===== config.mk =====
export PLATFORM = sky130hd
export DESIGN_NAME = ptz_serial_frame_codec_core
export DESIGN_NICKNAME = d
export VERILOG_FILES = /design/src/rtl/ptz_pkg.sv /design/src/rtl/ptz_front.sv /design/src/rtl/ptz_queue.sv /design/src/rtl/ptz_back.sv /design/src/rtl/ptz_serial_frame_codec_core.sv
export SDC_FILE = /design/constraint.sdc
export NUM_CORES = 1
export LEC_CHECK = 0
export BUFFER_PORTS_ARGS = -buffer_cell sky130_fd_sc_hd__buf_2
export CAP_MARGIN = 40
export CORE_MARGIN = 2
export CORE_UTILIZATION = 25
export CTS_CLUSTER_DIAMETER = 200
export DETAILED_ROUTE_END_ITERATION = 8
export GPL_ROUTABILITY_DRIVEN = 0
export HOLD_SLACK_MARGIN = 0.05
export PLACE_DENSITY = 0.36
export SLEW_MARGIN = 25
export SYNTH_ARGS = -nofsm -noshare
export SYNTH_HDL_FRONTEND = slang
export SYNTH_SLANG_ARGS = --single-unit

===== constraint.sdc =====
create_clock -name clk_i -period 19.3 [get_ports clk_i]
set_input_delay 3.86 -clock clk_i [delete_from_list [all_inputs] [get_ports clk_i]]
set_output_delay 3.86 -clock clk_i [all_outputs]
set_load 0.01 [all_outputs]

===== src/rtl/ptz_pkg.sv =====
// Shared types and constants of the pan-tilt serial frame codec.
// Used by ptz_front, ptz_queue, ptz_back and the top level; depends on nothing.
`default_nettype none

package ptz_pkg;

  // Frame layout
  localparam logic [7:0] HeaderByte  = 8'hFF;
  localparam logic [7:0] CmdOneByte  = 8'h00;
  localparam logic [3:0] FrameLen    = 4'd7;
  localparam logic [3:0] SumEndPos   = 4'd6;
  localparam logic [3:0] PosFull     = 4'd8;
  localparam int         StoreBytes  = 6;
  localparam logic [2:0] LastTxPos   = 3'd6;

  // Request queue between front and back
  localparam int QDepth = 2;
  localparam int QPtrW  = (QDepth > 1) ? $clog2(QDepth) : 1;
  localparam int QCntW  = $clog2(QDepth + 1);

  // Input selector
  typedef enum logic {
    OpRecv = 1'b0,
    OpSend = 1'b1
  } op_e;

  // Result kind
  typedef enum logic {
    KindTx     = 1'b0,
    KindStatus = 1'b1
  } kind_e;

  // Receive buffer verdict
  typedef enum logic [2:0] {
    StOk       = 3'd0,
    StEmpty    = 3'd1,
    StLength   = 3'd2,
    StAddr     = 3'd3,
    StCmd1     = 3'd4,
    StChecksum = 3'd5,
    StUnknown  = 3'd6
  } status_e;

  // Register map, word index
  typedef enum logic [1:0] {
    RegDevAddr   = 2'd0,
    RegPanCode   = 2'd1,
    RegTiltCode  = 2'd2,
    RegSpeedCode = 2'd3
  } reg_idx_e;

  typedef struct packed {
    logic [7:0] dev_addr;
    logic [7:0] pan_code;
    logic [7:0] tilt_code;
    logic [7:0] speed_code;
  } cfg_t;

  // One queued request: a frame to send or a status to report
  typedef struct packed {
    kind_e       kind;
    logic [7:0]  addr;
    logic [7:0]  cmd;
    logic [7:0]  data_high;
    logic [7:0]  data_low;
    logic [7:0]  sum;
    status_e     status;
    logic [15:0] pan_angle;
    logic [15:0] tilt_angle;
    logic [7:0]  pan_speed;
    logic [7:0]  tilt_speed;
  } entry_t;

endpackage

`default_nettype wire


===== src/rtl/ptz_front.sv =====
// Front end: takes input items, parses receive bytes and judges buffers,
// and turns each item that needs output into a queue request. Uses ptz_pkg.
`default_nettype none

module ptz_front (
  input  wire logic            clk_i,
  input  wire logic            rst_ni,
  input  wire logic            fire_i,
  input  wire logic            op_i,
  input  wire logic [7:0]      rx_byte_i,
  input  wire logic            buffer_end_i,
  input  wire logic [7:0]      cmd_i,
  input  wire logic [7:0]      data_high_i,
  input  wire logic [7:0]      data_low_i,
  input  wire ptz_pkg::cfg_t   cfg_i,
  output logic                 push_o,
  output ptz_pkg::entry_t      entry_o
);

  logic [3:0]  pos_q, pos_d, pos_n;
  logic [7:0]  sum_q, sum_d, sum_n;
  logic [7:0]  fb_q [ptz_pkg::StoreBytes];
  logic [7:0]  fb_e [ptz_pkg::StoreBytes];
  logic [15:0] pan_q, pan_n, tilt_q, tilt_n;
  logic [7:0]  pspd_q, pspd_n, tspd_q, tspd_n;
  logic        wr;
  logic [2:0]  idx;
  logic        rx_fire;
  ptz_pkg::status_e st;

  assign rx_fire = fire_i && (ptz_pkg::op_e'(op_i) == ptz_pkg::OpRecv);

  // Position and sum after this byte
  always_comb begin
    pos_n = pos_q;
    sum_n = sum_q;
    wr    = 1'b0;
    idx   = '0;
    if (pos_q == 4'd0) begin
      if (rx_byte_i == ptz_pkg::HeaderByte) begin
        pos_n = 4'd1;
        sum_n = '0;
      end
    end else if (pos_q < ptz_pkg::PosFull) begin
      pos_n = pos_q + 4'd1;
      if (pos_n <= ptz_pkg::FrameLen) begin
        wr  = 1'b1;
        idx = 3'(pos_q - 4'd1);
      end
      if (pos_n <= ptz_pkg::SumEndPos) begin
        sum_n = sum_q + rx_byte_i;
      end
    end
  end

  // Stored bytes as seen with this byte written
  always_comb begin
    for (int j = 0; j < ptz_pkg::StoreBytes; j++) begin
      fb_e[j] = (wr && (idx == 3'(j))) ? rx_byte_i : fb_q[j];
    end
  end

  // Buffer verdict and stored-value update
  always_comb begin
    st     = ptz_pkg::StOk;
    pan_n  = pan_q;
    tilt_n = tilt_q;
    pspd_n = pspd_q;
    tspd_n = tspd_q;
    if (pos_n == 4'd0) begin
      st = ptz_pkg::StEmpty;
    end else if (pos_n != ptz_pkg::FrameLen) begin
      st = ptz_pkg::StLength;
    end else if (fb_e[0] != cfg_i.dev_addr) begin
      st = ptz_pkg::StAddr;
    end else if (fb_e[1] != ptz_pkg::CmdOneByte) begin
      st = ptz_pkg::StCmd1;
    end else if (sum_n != fb_e[5]) begin
      st = ptz_pkg::StChecksum;
    end else if (fb_e[2] == cfg_i.pan_code) begin
      pan_n = {fb_e[3], fb_e[4]};
    end else if (fb_e[2] == cfg_i.tilt_code) begin
      tilt_n = {fb_e[3], fb_e[4]};
    end else if (fb_e[2] == cfg_i.speed_code) begin
      pspd_n = fb_e[3];
      tspd_n = fb_e[4];
    end else begin
      st = ptz_pkg::StUnknown;
    end
  end

  // Parser returns to hunting at buffer end
  always_comb begin
    pos_d = pos_q;
    sum_d = sum_q;
    if (rx_fire) begin
      pos_d = buffer_end_i ? 4'd0 : pos_n;
      sum_d = buffer_end_i ? 8'd0 : sum_n;
    end
  end

  always_ff @(posedge clk_i or negedge rst_ni) begin
    if (!rst_ni) begin
      pos_q  <= '0;
      sum_q  <= '0;
      pan_q  <= '0;
      tilt_q <= '0;
      pspd_q <= '0;
      tspd_q <= '0;
    end else begin
      pos_q <= pos_d;
      sum_q <= sum_d;
      if (rx_fire && buffer_end_i) begin
        pan_q  <= pan_n;
        tilt_q <= tilt_n;
        pspd_q <= pspd_n;
        tspd_q <= tspd_n;
      end
    end
  end

  // Frame byte store, no reset
  always_ff @(posedge clk_i) begin
    if (rx_fire && wr) begin
      fb_q[idx] <= rx_byte_i;
    end
  end

  // Queue request
  always_comb begin
    push_o  = fire_i && ((ptz_pkg::op_e'(op_i) == ptz_pkg::OpSend) || buffer_end_i);
    entry_o = '0;
    if (ptz_pkg::op_e'(op_i) == ptz_pkg::OpSend) begin
      entry_o.kind      = ptz_pkg::KindTx;
      entry_o.addr      = cfg_i.dev_addr;
      entry_o.cmd       = cmd_i;
      entry_o.data_high = data_high_i;
      entry_o.data_low  = data_low_i;
      entry_o.sum       = cfg_i.dev_addr + ptz_pkg::CmdOneByte + cmd_i
                          + data_high_i + data_low_i;
    end else begin
      entry_o.kind       = ptz_pkg::KindStatus;
      entry_o.status     = st;
      entry_o.pan_angle  = pan_n;
      entry_o.tilt_angle = tilt_n;
      entry_o.pan_speed  = pspd_n;
      entry_o.tilt_speed = tspd_n;
    end
  end

endmodule

`default_nettype wire


===== src/rtl/ptz_queue.sv =====
// Short request queue between front and back, in flip-flops.
// Depth from ptz_pkg::QDepth; entries are ptz_pkg::entry_t.
`default_nettype none

module ptz_queue (
  input  wire logic             clk_i,
  input  wire logic             rst_ni,
  input  wire logic             push_i,
  input  wire ptz_pkg::entry_t  entry_i,
  input  wire logic             pop_i,
  output logic                  full_o,
  output logic                  empty_o,
  output ptz_pkg::entry_t       head_o
);

  ptz_pkg::entry_t           mem_q [ptz_pkg::QDepth];
  logic [ptz_pkg::QPtrW-1:0] wr_ptr_q, rd_ptr_q;
  logic [ptz_pkg::QCntW-1:0] cnt_q;

  localparam logic [ptz_pkg::QPtrW-1:0] LastPtr = ptz_pkg::QPtrW'(ptz_pkg::QDepth - 1);
  localparam logic [ptz_pkg::QCntW-1:0] FullCnt = ptz_pkg::QCntW'(ptz_pkg::QDepth);

  assign full_o  = (cnt_q == FullCnt);
  assign empty_o = (cnt_q == '0);
  assign head_o  = mem_q[rd_ptr_q];

  // Pointers and fill count
  always_ff @(posedge clk_i or negedge rst_ni) begin
    if (!rst_ni) begin
      wr_ptr_q <= '0;
      rd_ptr_q <= '0;
      cnt_q    <= '0;
    end else begin
      if (push_i) begin
        wr_ptr_q <= (wr_ptr_q == LastPtr) ? '0 : wr_ptr_q + 1'b1;
      end
      if (pop_i) begin
        rd_ptr_q <= (rd_ptr_q == LastPtr) ? '0 : rd_ptr_q + 1'b1;
      end
      if (push_i && !pop_i) begin
        cnt_q <= cnt_q + 1'b1;
      end else if (pop_i && !push_i) begin
        cnt_q <= cnt_q - 1'b1;
      end
    end
  end

  always_ff @(posedge clk_i) begin
    if (push_i) begin
      mem_q[wr_ptr_q] <= entry_i;
    end
  end

endmodule

`default_nettype wire


===== src/rtl/ptz_back.sv =====
// Back end: takes queue requests, expands send requests into seven bytes
// and drives the registered result stream. Uses ptz_pkg.
`default_nettype none

module ptz_back (
  input  wire logic             clk_i,
  input  wire logic             rst_ni,
  input  wire logic             empty_i,
  input  wire ptz_pkg::entry_t  head_i,
  output logic                  pop_o,
  output logic                  m_axis_tvalid,
  input  wire logic             m_axis_tready,
  output logic [63:0]           m_axis_tdata,
  output logic                  m_axis_tlast,
  output logic                  m_axis_tuser
);

  logic [2:0]  tx_pos_q, tx_pos_d;
  logic        out_valid_q, out_valid_d;
  logic [63:0] out_data_q, out_data_d;
  logic        out_last_q, out_last_d;
  logic        out_kind_q, out_kind_d;
  logic        load;
  logic [7:0]  tx_byte;

  // Byte of the frame at the current position
  always_comb begin
    case (tx_pos_q)
      3'd0:    tx_byte = ptz_pkg::HeaderByte;
      3'd1:    tx_byte = head_i.addr;
      3'd2:    tx_byte = ptz_pkg::CmdOneByte;
      3'd3:    tx_byte = head_i.cmd;
      3'd4:    tx_byte = head_i.data_high;
      3'd5:    tx_byte = head_i.data_low;
      default: tx_byte = head_i.sum;
    endcase
  end

  assign load = !empty_i && (!out_valid_q || m_axis_tready);

  // Output register load and frame byte counter
  always_comb begin
    tx_pos_d    = tx_pos_q;
    pop_o       = 1'b0;
    out_valid_d = out_valid_q;
    out_data_d  = out_data_q;
    out_last_d  = out_last_q;
    out_kind_d  = out_kind_q;
    if (load) begin
      out_valid_d = 1'b1;
      out_kind_d  = head_i.kind;
      if (head_i.kind == ptz_pkg::KindStatus) begin
        out_data_d = {5'd0, head_i.tilt_speed, head_i.pan_speed, head_i.tilt_angle,
                      head_i.pan_angle, head_i.status, 8'd0};
        out_last_d = 1'b0;
        pop_o      = 1'b1;
      end else begin
        out_data_d = {56'd0, tx_byte};
        out_last_d = (tx_pos_q == ptz_pkg::LastTxPos);
        if (tx_pos_q == ptz_pkg::LastTxPos) begin
          pop_o    = 1'b1;
          tx_pos_d = '0;
        end else begin
          tx_pos_d = tx_pos_q + 3'd1;
        end
      end
    end else if (m_axis_tready) begin
      out_valid_d = 1'b0;
    end
  end

  always_ff @(posedge clk_i or negedge rst_ni) begin
    if (!rst_ni) begin
      tx_pos_q    <= '0;
      out_valid_q <= 1'b0;
    end else begin
      tx_pos_q    <= tx_pos_d;
      out_valid_q <= out_valid_d;
    end
  end

  always_ff @(posedge clk_i) begin
    out_data_q <= out_data_d;
    out_last_q <= out_last_d;
    out_kind_q <= out_kind_d;
  end

  assign m_axis_tvalid = out_valid_q;
  assign m_axis_tdata  = out_data_q;
  assign m_axis_tlast  = out_last_q;
  assign m_axis_tuser  = out_kind_q;

  // Checks
  a_pos_range: assert property (@(posedge clk_i) disable iff (!rst_ni)
    tx_pos_q <= ptz_pkg::LastTxPos)
    else $error("frame byte counter out of range");

  a_pop_nonempty: assert property (@(posedge clk_i) disable iff (!rst_ni)
    pop_o |-> !empty_i)
    else $error("pop from empty queue");

  a_send_pop_last: assert property (@(posedge clk_i) disable iff (!rst_ni)
    (pop_o && (head_i.kind == ptz_pkg::KindTx)) |=> (m_axis_tlast && tx_pos_q == 3'd0))
    else $error("send request retired before its checksum byte");

  a_status_no_last: assert property (@(posedge clk_i) disable iff (!rst_ni)
    (m_axis_tvalid && m_axis_tuser) |-> !m_axis_tlast)
    else $error("status result flagged as last transmit byte");

endmodule

`default_nettype wire


===== src/rtl/ptz_serial_frame_codec_core.sv =====
// Pan-tilt serial frame codec top level: register port, front, queue, back.
// Depends on ptz_pkg, ptz_front, ptz_queue and ptz_back.
//
// Usage:
//   Input stream: tuser selects the request (0 receive one byte, 1 send one
//   frame). A receive request carries a byte in tdata[7:0] and tlast on the
//   last byte of a buffer; a send request carries command and data bytes.
//   Output stream: tuser 0 is a transmit byte (tlast on the checksum byte),
//   tuser 1 is the verdict of a receive buffer with the stored angles/speeds.
//   The first result is presented after its input accept passes the queue
//   write and then the output register load.
//   The input takes one receive byte per cycle while the queue is not full;
//   a send request occupies the output for its seven frame bytes, stepped by
//   the back end's byte counter. A two-entry request queue keeps the input
//   taking items while a frame is being sent, until the queue is full.
//   When the receiver stalls, the output register holds its result, the
//   queue fills and then the input deasserts tready.
//   Reset clears the parser, stored values, queue and output valid, and
//   loads the register defaults (address 1, reply codes 89, 91, 93).
//   The user writes registers through the APB port only while the block is idle; the block does not enforce this.
`default_nettype none

module ptz_serial_frame_codec_core (
  input  wire logic        clk_i,
  input  wire logic        rst_ni,
  // Input stream
  input  wire logic        s_axis_tvalid,
  output logic             s_axis_tready,
  // [7:0] rx_byte, [15:8] cmd_code, [23:16] data_high, [31:24] data_low
  input  wire logic [31:0] s_axis_tdata,
  input  wire logic        s_axis_tlast,    // buffer_end
  input  wire logic        s_axis_tuser,    // op
  // Output stream
  output logic             m_axis_tvalid,
  input  wire logic        m_axis_tready,
  // [7:0] tx_byte, [10:8] status, [26:11] pan_angle, [42:27] tilt_angle,
  // [50:43] pan_speed, [58:51] tilt_speed, [63:59] zero
  output logic [63:0]      m_axis_tdata,
  output logic             m_axis_tlast,    // tx_last
  output logic             m_axis_tuser,    // kind
  // Register port
  input  wire logic        psel,
  input  wire logic        penable,
  input  wire logic        pwrite,
  input  wire logic [3:0]  paddr,
  input  wire logic [31:0] pwdata,
  output logic [31:0]      prdata,
  output logic             pready
);

  ptz_pkg::cfg_t   cfg_q;
  ptz_pkg::entry_t entry, head;
  logic            push, pop, full, empty, fire, cfg_wr;

  // Register file
  assign pready = 1'b1;
  assign cfg_wr = psel && penable && pwrite;

  always_ff @(posedge clk_i or negedge rst_ni) begin
    if (!rst_ni) begin
      cfg_q.dev_addr   <= 8'd1;
      cfg_q.pan_code   <= 8'd89;
      cfg_q.tilt_code  <= 8'd91;
      cfg_q.speed_code <= 8'd93;
    end else if (cfg_wr) begin
      unique case (ptz_pkg::reg_idx_e'(paddr[3:2]))
        ptz_pkg::RegDevAddr:   cfg_q.dev_addr   <= pwdata[7:0];
        ptz_pkg::RegPanCode:   cfg_q.pan_code   <= pwdata[7:0];
        ptz_pkg::RegTiltCode:  cfg_q.tilt_code  <= pwdata[7:0];
        ptz_pkg::RegSpeedCode: cfg_q.speed_code <= pwdata[7:0];
      endcase
    end
  end

  always_comb begin
    unique case (ptz_pkg::reg_idx_e'(paddr[3:2]))
      ptz_pkg::RegDevAddr:   prdata = {24'd0, cfg_q.dev_addr};
      ptz_pkg::RegPanCode:   prdata = {24'd0, cfg_q.pan_code};
      ptz_pkg::RegTiltCode:  prdata = {24'd0, cfg_q.tilt_code};
      ptz_pkg::RegSpeedCode: prdata = {24'd0, cfg_q.speed_code};
    endcase
  end

  // Input accept
  assign s_axis_tready = !full;
  assign fire          = s_axis_tvalid && !full;

  ptz_front u_front (
    .clk_i        (clk_i),
    .rst_ni       (rst_ni),
    .fire_i       (fire),
    .op_i         (s_axis_tuser),
    .rx_byte_i    (s_axis_tdata[7:0]),
    .buffer_end_i (s_axis_tlast),
    .cmd_i        (s_axis_tdata[15:8]),
    .data_high_i  (s_axis_tdata[23:16]),
    .data_low_i   (s_axis_tdata[31:24]),
    .cfg_i        (cfg_q),
    .push_o       (push),
    .entry_o      (entry)
  );

  ptz_queue u_queue (
    .clk_i   (clk_i),
    .rst_ni  (rst_ni),
    .push_i  (push),
    .entry_i (entry),
    .pop_i   (pop),
    .full_o  (full),
    .empty_o (empty),
    .head_o  (head)
  );

  ptz_back u_back (
    .clk_i         (clk_i),
    .rst_ni        (rst_ni),
    .empty_i       (empty),
    .head_i        (head),
    .pop_o         (pop),
    .m_axis_tvalid (m_axis_tvalid),
    .m_axis_tready (m_axis_tready),
    .m_axis_tdata  (m_axis_tdata),
    .m_axis_tlast  (m_axis_tlast),
    .m_axis_tuser  (m_axis_tuser)
  );

endmodule

`default_nettype wire


-- Word-level counts from Yosys, hierarchy flattened
Memory sizes are Yosys's and may differ from the RTL's.
Index checks and enable logic that the tools add are counted.
- register bits: 166
- memories: 2
- RAM bits: 232
- output and inout port bits: 101
- word-level logic and storage cells: 174
- memory list (memory ; depth ; width ; rd ports ; clocked after Yosys merged registers in ; write ports ; line ; source):
    u_queue.mem_q ; 2 ; 92 ; 1 ; 0 ; 1 ; ptz_queue.sv:16 ; ptz_pkg::entry_t mem_q [ptz_pkg::QDepth];
    u_front.fb_q ; 6 ; 8 ; 6 ; 0 ; 1 ; ptz_front.sv:22 ; logic [7:0] fb_q [ptz_pkg::StoreBytes];
- add/subtract/negate cells: 11
- multiplexer cells: 77
- reduce and logical (&&, ||, !) cells: 37
- equality and inequality tests: 22
- $lt $le $gt $ge: 3
- bitwise operators: 2
- operators by type and width (kind ; count):
    8-bit 2-to-1 mux ; 27
    16-bit 2-to-1 mux ; 13
    32-bit one-hot mux with 4 select lines ; 1
    51-bit 2-to-1 mux ; 1
    8-bit one-hot mux with 6 select lines ; 1
    40-bit 2-to-1 mux ; 1
    3-bit 2-to-1 mux ; 12
    8-bit adder ; 4
    8-bit == test ; 3
    1-bit logical AND ; 16
    4-bit 2-to-1 mux ; 4
    8-bit != test ; 2
    3-bit == test (second input constant) ; 5
    1-bit 2-to-1 mux ; 15
    3-bit by 2-bit == test with 1-bit output (second input constant) ; 4
    2-bit AND reduction ; 5
    8-bit == test (second input constant) ; 1
    4-bit by 3-bit less-or-equal comparator with 1-bit output (second input constant) ; 2
    4-bit logical NOT ; 2
    8-bit nonzero test ; 1
    2-bit == test (second input constant) ; 3
    3-bit by 1-bit == test with 1-bit output (second input constant) ; 2
    3-bit logical NOT ; 2
    1-bit logical NOT ; 5
    14 further kinds ; 20

-- Depth between registers and ports, before layout
- depth in word-level cells: 18
- mapped depth: 16
- gate-level depth less buffers: 11

-- By module
From an unflattened synthesis, not the netlist that was laid out.
- cell total of the unflattened synthesis: 1377
- area, all modules: 19427.4 µm²
- by module, submodules not included (module ; area an instance (µm²) ; cells an instance ; times used ; sequential area each (µm²)):
    ptz_front ; 7856.3 ; 758 ; 1 ; 2942.8
    ptz_queue ; 7106.8 ; 302 ; 1 ; 5625.4
    ptz_back ; 2810.2 ; 208 ; 1 ; 1931.9
    ptz_serial_frame_codec_core ; 1654.1 ; 109 ; 1 ; 819.5

-- Worst setup path after synthesis
Ideal clock, no wire load.
- kind: in2reg
- start point: input port s_axis_tuser
- end point: memory u_queue.mem_q[0][0] (netlist bit), enable pin
- arrival: 10420 ps
- setup time: 655 ps
- stages on the path: 3
- path slack: 8225 ps
- cells stage by stage: clkbuf_1 nor2_1 nor3_1
- cells in the longest elaborated chain, start to end: 4
- RTL lines (item ; line ; source):
    start, declared ; ptz_serial_frame_codec_core.sv:32 ; input wire logic s_axis_tuser,
    1-bit logical OR ; ptz_front.sv:131 ; push_o = fire_i && ((ptz_pkg::op_e'(op_i) == ptz_pkg::OpSend) || buffer_end_i);
    1-bit logical AND ; ptz_front.sv:131 ;
    1-bit 2-to-1 mux ; ptz_queue.sv:49 ; if (push_i) begin
    1-bit 2-to-1 mux (implied by the code) ; ptz_queue.sv:50 ; mem_q[wr_ptr_q] <= entry_i;
    end, declared ; ptz_queue.sv:16 ;
Every way passes these cells.

-- Worst setup path in the final report
- start point: input port paddr[2]
- end point: output port prdata[3]
- cells in the longest elaborated chain, start to end: 2
- RTL lines (item ; line ; source):
    start, declared ; ptz_serial_frame_codec_core.sv:45 ; input wire logic [3:0] paddr,
    2-bit == test (tied with other cells) ; ptz_serial_frame_codec_core.sv:76 ; unique case (ptz_pkg::reg_idx_e'(paddr[3:2]))
    32-bit one-hot mux with 4 select lines (*) ; ptz_serial_frame_codec_core.sv:76 ;
    end, declared ; ptz_serial_frame_codec_core.sv:47 ; output logic [31:0] prdata,
Every way passes the cells marked *; elsewhere a longest branch is shown, timed or not. The select of a mux whose other input is x is not followed.

==> results.yml <==
detailed_routing:
  drc_errors: 0
  drt_iter0_drc: 797
  vias: 11500
  highest_layer: "met5"
  met3_length_um: 2020
  firstDrtPassIters: 5
  ant_nets: 0
  routed_wl_um: 52400
  via_per_inst: 4.58
  drt-wirelength-per-cell_um: 20.9
  wl_met1_um: 25000
  wl_met2_um: 24400
power:
  p_leak_nw: 8.60
  sequentialPowerShare_pct: 42.2
  power_mw: 2.90
  internal_power_mw: 1.95
  clkPwrFrac_pct: 30.4
  max-vdd-ir-drop_mv: 0.0787
  powerDensity_nw_per_um2: 132
  combPwrFrac_pct: 27.4
  swShare_pct: 32.8
  switching_power_mw: 0.950
setup_path:
  reg2reg_slack_ns: 13.79
  rr_worst_depth: 10
  cp_max_fo: 12
  startpoint_type: "primary input"
  cp.arrival_ns: 4.94
  slowest_delay_ns: 0.58
  crit_slowest_cell: "mux4_2"
  worstPathRequired_ns: 15.44
  crit_path_end_kind: "primary output"
  crit_cells: 3
  crit_start: "paddr[2]"
  timing.critical_path.mode_cell: "buf_2"
  endpoint: "prdata[3]"
  cp_top_family: "multiplexers"
  path_cells: "buf_2 -> mux4_2 -> buf_2"
  r2r_end: "u_queue.mem_q[1][40]"
  critPathKind: "in -> out"
  crit_buf_inv: 2
  r2r_start: "u_front.pos_q[3]"
cts:
  ctsResizeCount: 0
  htree_levels: 2
  clock_latency_ns: 0.59
  cts.sinks: 393
  cts-root-buf: "clkbuf_16"
  cts_made_buffers: 48
  cts_buffer_depth: 3
  clkTransAtPathRegs_ns: 0.06
  cts_tree: "yes"
  holdBufCountCts: 0
  cts_post_setup_buffers_inserted: 0
finish:
  final_core_util_pct: 29.5
  layout.nets: 1613
  mostFrequentLayoutCells: "293 x edfxtp_1, 121 x buf_2, 117 x mux2i_1"
  seqCellArea_um2: 11300
  area_growth_pct: 17.3
  diodes: 0
  final_common_cell: "edfxtp_1"
  drive_gt1_share_pct: 22.0
  multi_input_comb_area_um2: 6830
  n_fill_cell: 7487
synth:
  synthesis.instances: 1372
  yosysSeqAreaShare_pct: 60.7
  synthArstFlopShare_pct: 25.4
  syn_avg_cell_area_um2: 13.6
  yosysUniqueCellTypes: 85
  synth_flop_cell: "edfxtp_1"
  synth_area_um2: 18700
  synth_edf_count: 293
  ys_warn_count: 0
  ys_seq_elements: 393
placement:
  io_buffers: 121
  dp_hpwl_um: 34800
sta:
  final-setup-viol-count: 0
  hold_violations: 0
  clock_skew_ns: 0.0228
  min_period_over_period_pct: 45.6
  period_minus_slack_ns: 8.80
  setup_tns_ns: 0
  max_freq_ghz: 0.114
  rsz0062_at_grt: "false"
  worstMarginPinSlew_ns: 0.809
  slew_violations: 0
  slew-limit-headroom_pct: 46.1
floorplanning:
  die_area_um2: 76800
  start_util_pct: 25.1
  num_rows: 100
  die_w_um: 277
  die_h_um: 277
  core_area_um2: 74200
  ios: 178
hold_path:
  worstHoldPathType: "reg -> reg"
global_route:
  grt_max_degree: 70
  overflow: 0
  grt_first_pass_wirelength_um: 78600
  first_global_vias: 11900
  globalRouteTotalUtil_pct: 13.6
  antenna_found_initial: 2
status:
  outcome: "finished clean"
job:
  max_cap_viol_count: 0
registers in the layout (all words and copies together), names as in the netlist, 2 cells and up:
| register | count |
|---|---|
| u_queue.cnt_q | 2 |
| u_front.tspd_q | 8 |
| u_front.pan_q | 16 |
| u_front.fb_q | 48 |
| u_front.pspd_q | 8 |
| u_front.tilt_q | 16 |
| u_back.tx_pos_q | 3 |
| u_front.sum_q | 8 |
| u_queue.mem_q | 184 |
| u_back.m_axis_tdata | 59 |
| cfg_q | 32 |
| u_front.pos_q | 4 |
power by group through the flow:
| stage | Clock, mW | Combinational, mW | Sequential (mW) |
|---|---|---|---|
| final | 0.880 | 0.795 | 1.22 |
| after global placement | 0 | 0.801 | 1.24 |
| after detailed placement | 0 | 0.812 | 1.24 |
| after global routing | 0.944 | 0.883 | 1.24 |
| after CTS | 0.912 | 0.815 | 1.23 |
| after floorplan | 0 | 0.509 | 1.25 |
cell usage after synthesis, types with 18 or more instances:
library cell	instances	share of area [%]
nor2_1	86	1.7
and2_1	44	1.5
nand3_1	20	0.54
buf_4	34	1.4
mux2_2	60	3.6
xnor2_1	18	0.84
clkbuf_1	38	0.76
nor4_1	26	0.87
dfrtp_1	85	11
o21ai_0	33	0.89
mux2i_1	118	6.3
a21oi_1	18	0.48
ha_1	21	1.4
nand2_1	89	1.8
nor3_1	31	0.83
edfxtp_1	293	47
inv_1	35	0.70
mux2_1	32	1.9
xor2_1	25	1.2
routing by layer:
layer,up-vias,track usage (%)
met5,-,0
met4,2,3.44
met3,68,2.39
met2,232,21.9
met1,5801,18.8
li1,5369,-
logic make-up after synthesis:
kind of cell	count (synthesis)	share of synthesized area [%]
DFF	393	60.7
and+or+nand+nor	360	10.1
muxes	228	13.7
AOI/OAI and AO/OA	178	6.93
buffers and inverters	132	3.55
xor gates and xnor gates	43	2.02
adders and majority gates	36	3.02
other	2	0.0403
area by class of cell:
class,count,area share [%]
flip-flops and latches,393,51.7
multi-input cells,875,31.2
clock buffers,60,5.69
well taps,969,5.54
repair buffers,147,4.03
clock inverters,28,1.24
inverters,35,0.600
per-stage QoR:
step | cell area (µm²) | hold slack [ns] | instances | setup WS, ns
5_1_grt | 21900 | 0.497 | 2507 | 10.43
4_1_cts | 21900 | 0.489 | 2504 | 10.45
3_5_place_dp | 20300 | 0.475 | 2416 | 10.22
3_3_place_gp | 20200 | 0.469 | 2410 | 9.81
2_1_floorplan | 18800 | 0.456 | 1400 | 8.22
6_report | 21900 | 0.489 | 2507 | 10.50
how the worst min path moves through the flow:
stage | cells past startpoint | startpoint | to
detailed placement | 1 | u_front.tspd_q[5] | u_front.tspd_q[5]
floorplan | 1 | u_queue.wr_ptr_q | u_queue.wr_ptr_q
global route | 1 | u_front.pspd_q[4] | u_front.pspd_q[4]
CTS | 1 | u_front.tspd_q[5] | u_front.tspd_q[5]
global placement | 1 | u_front.pan_q[3] | u_front.pan_q[3]
finish | 1 | u_front.pan_q[2] | u_front.pan_q[2]
(Power assumes the default switching activity.)
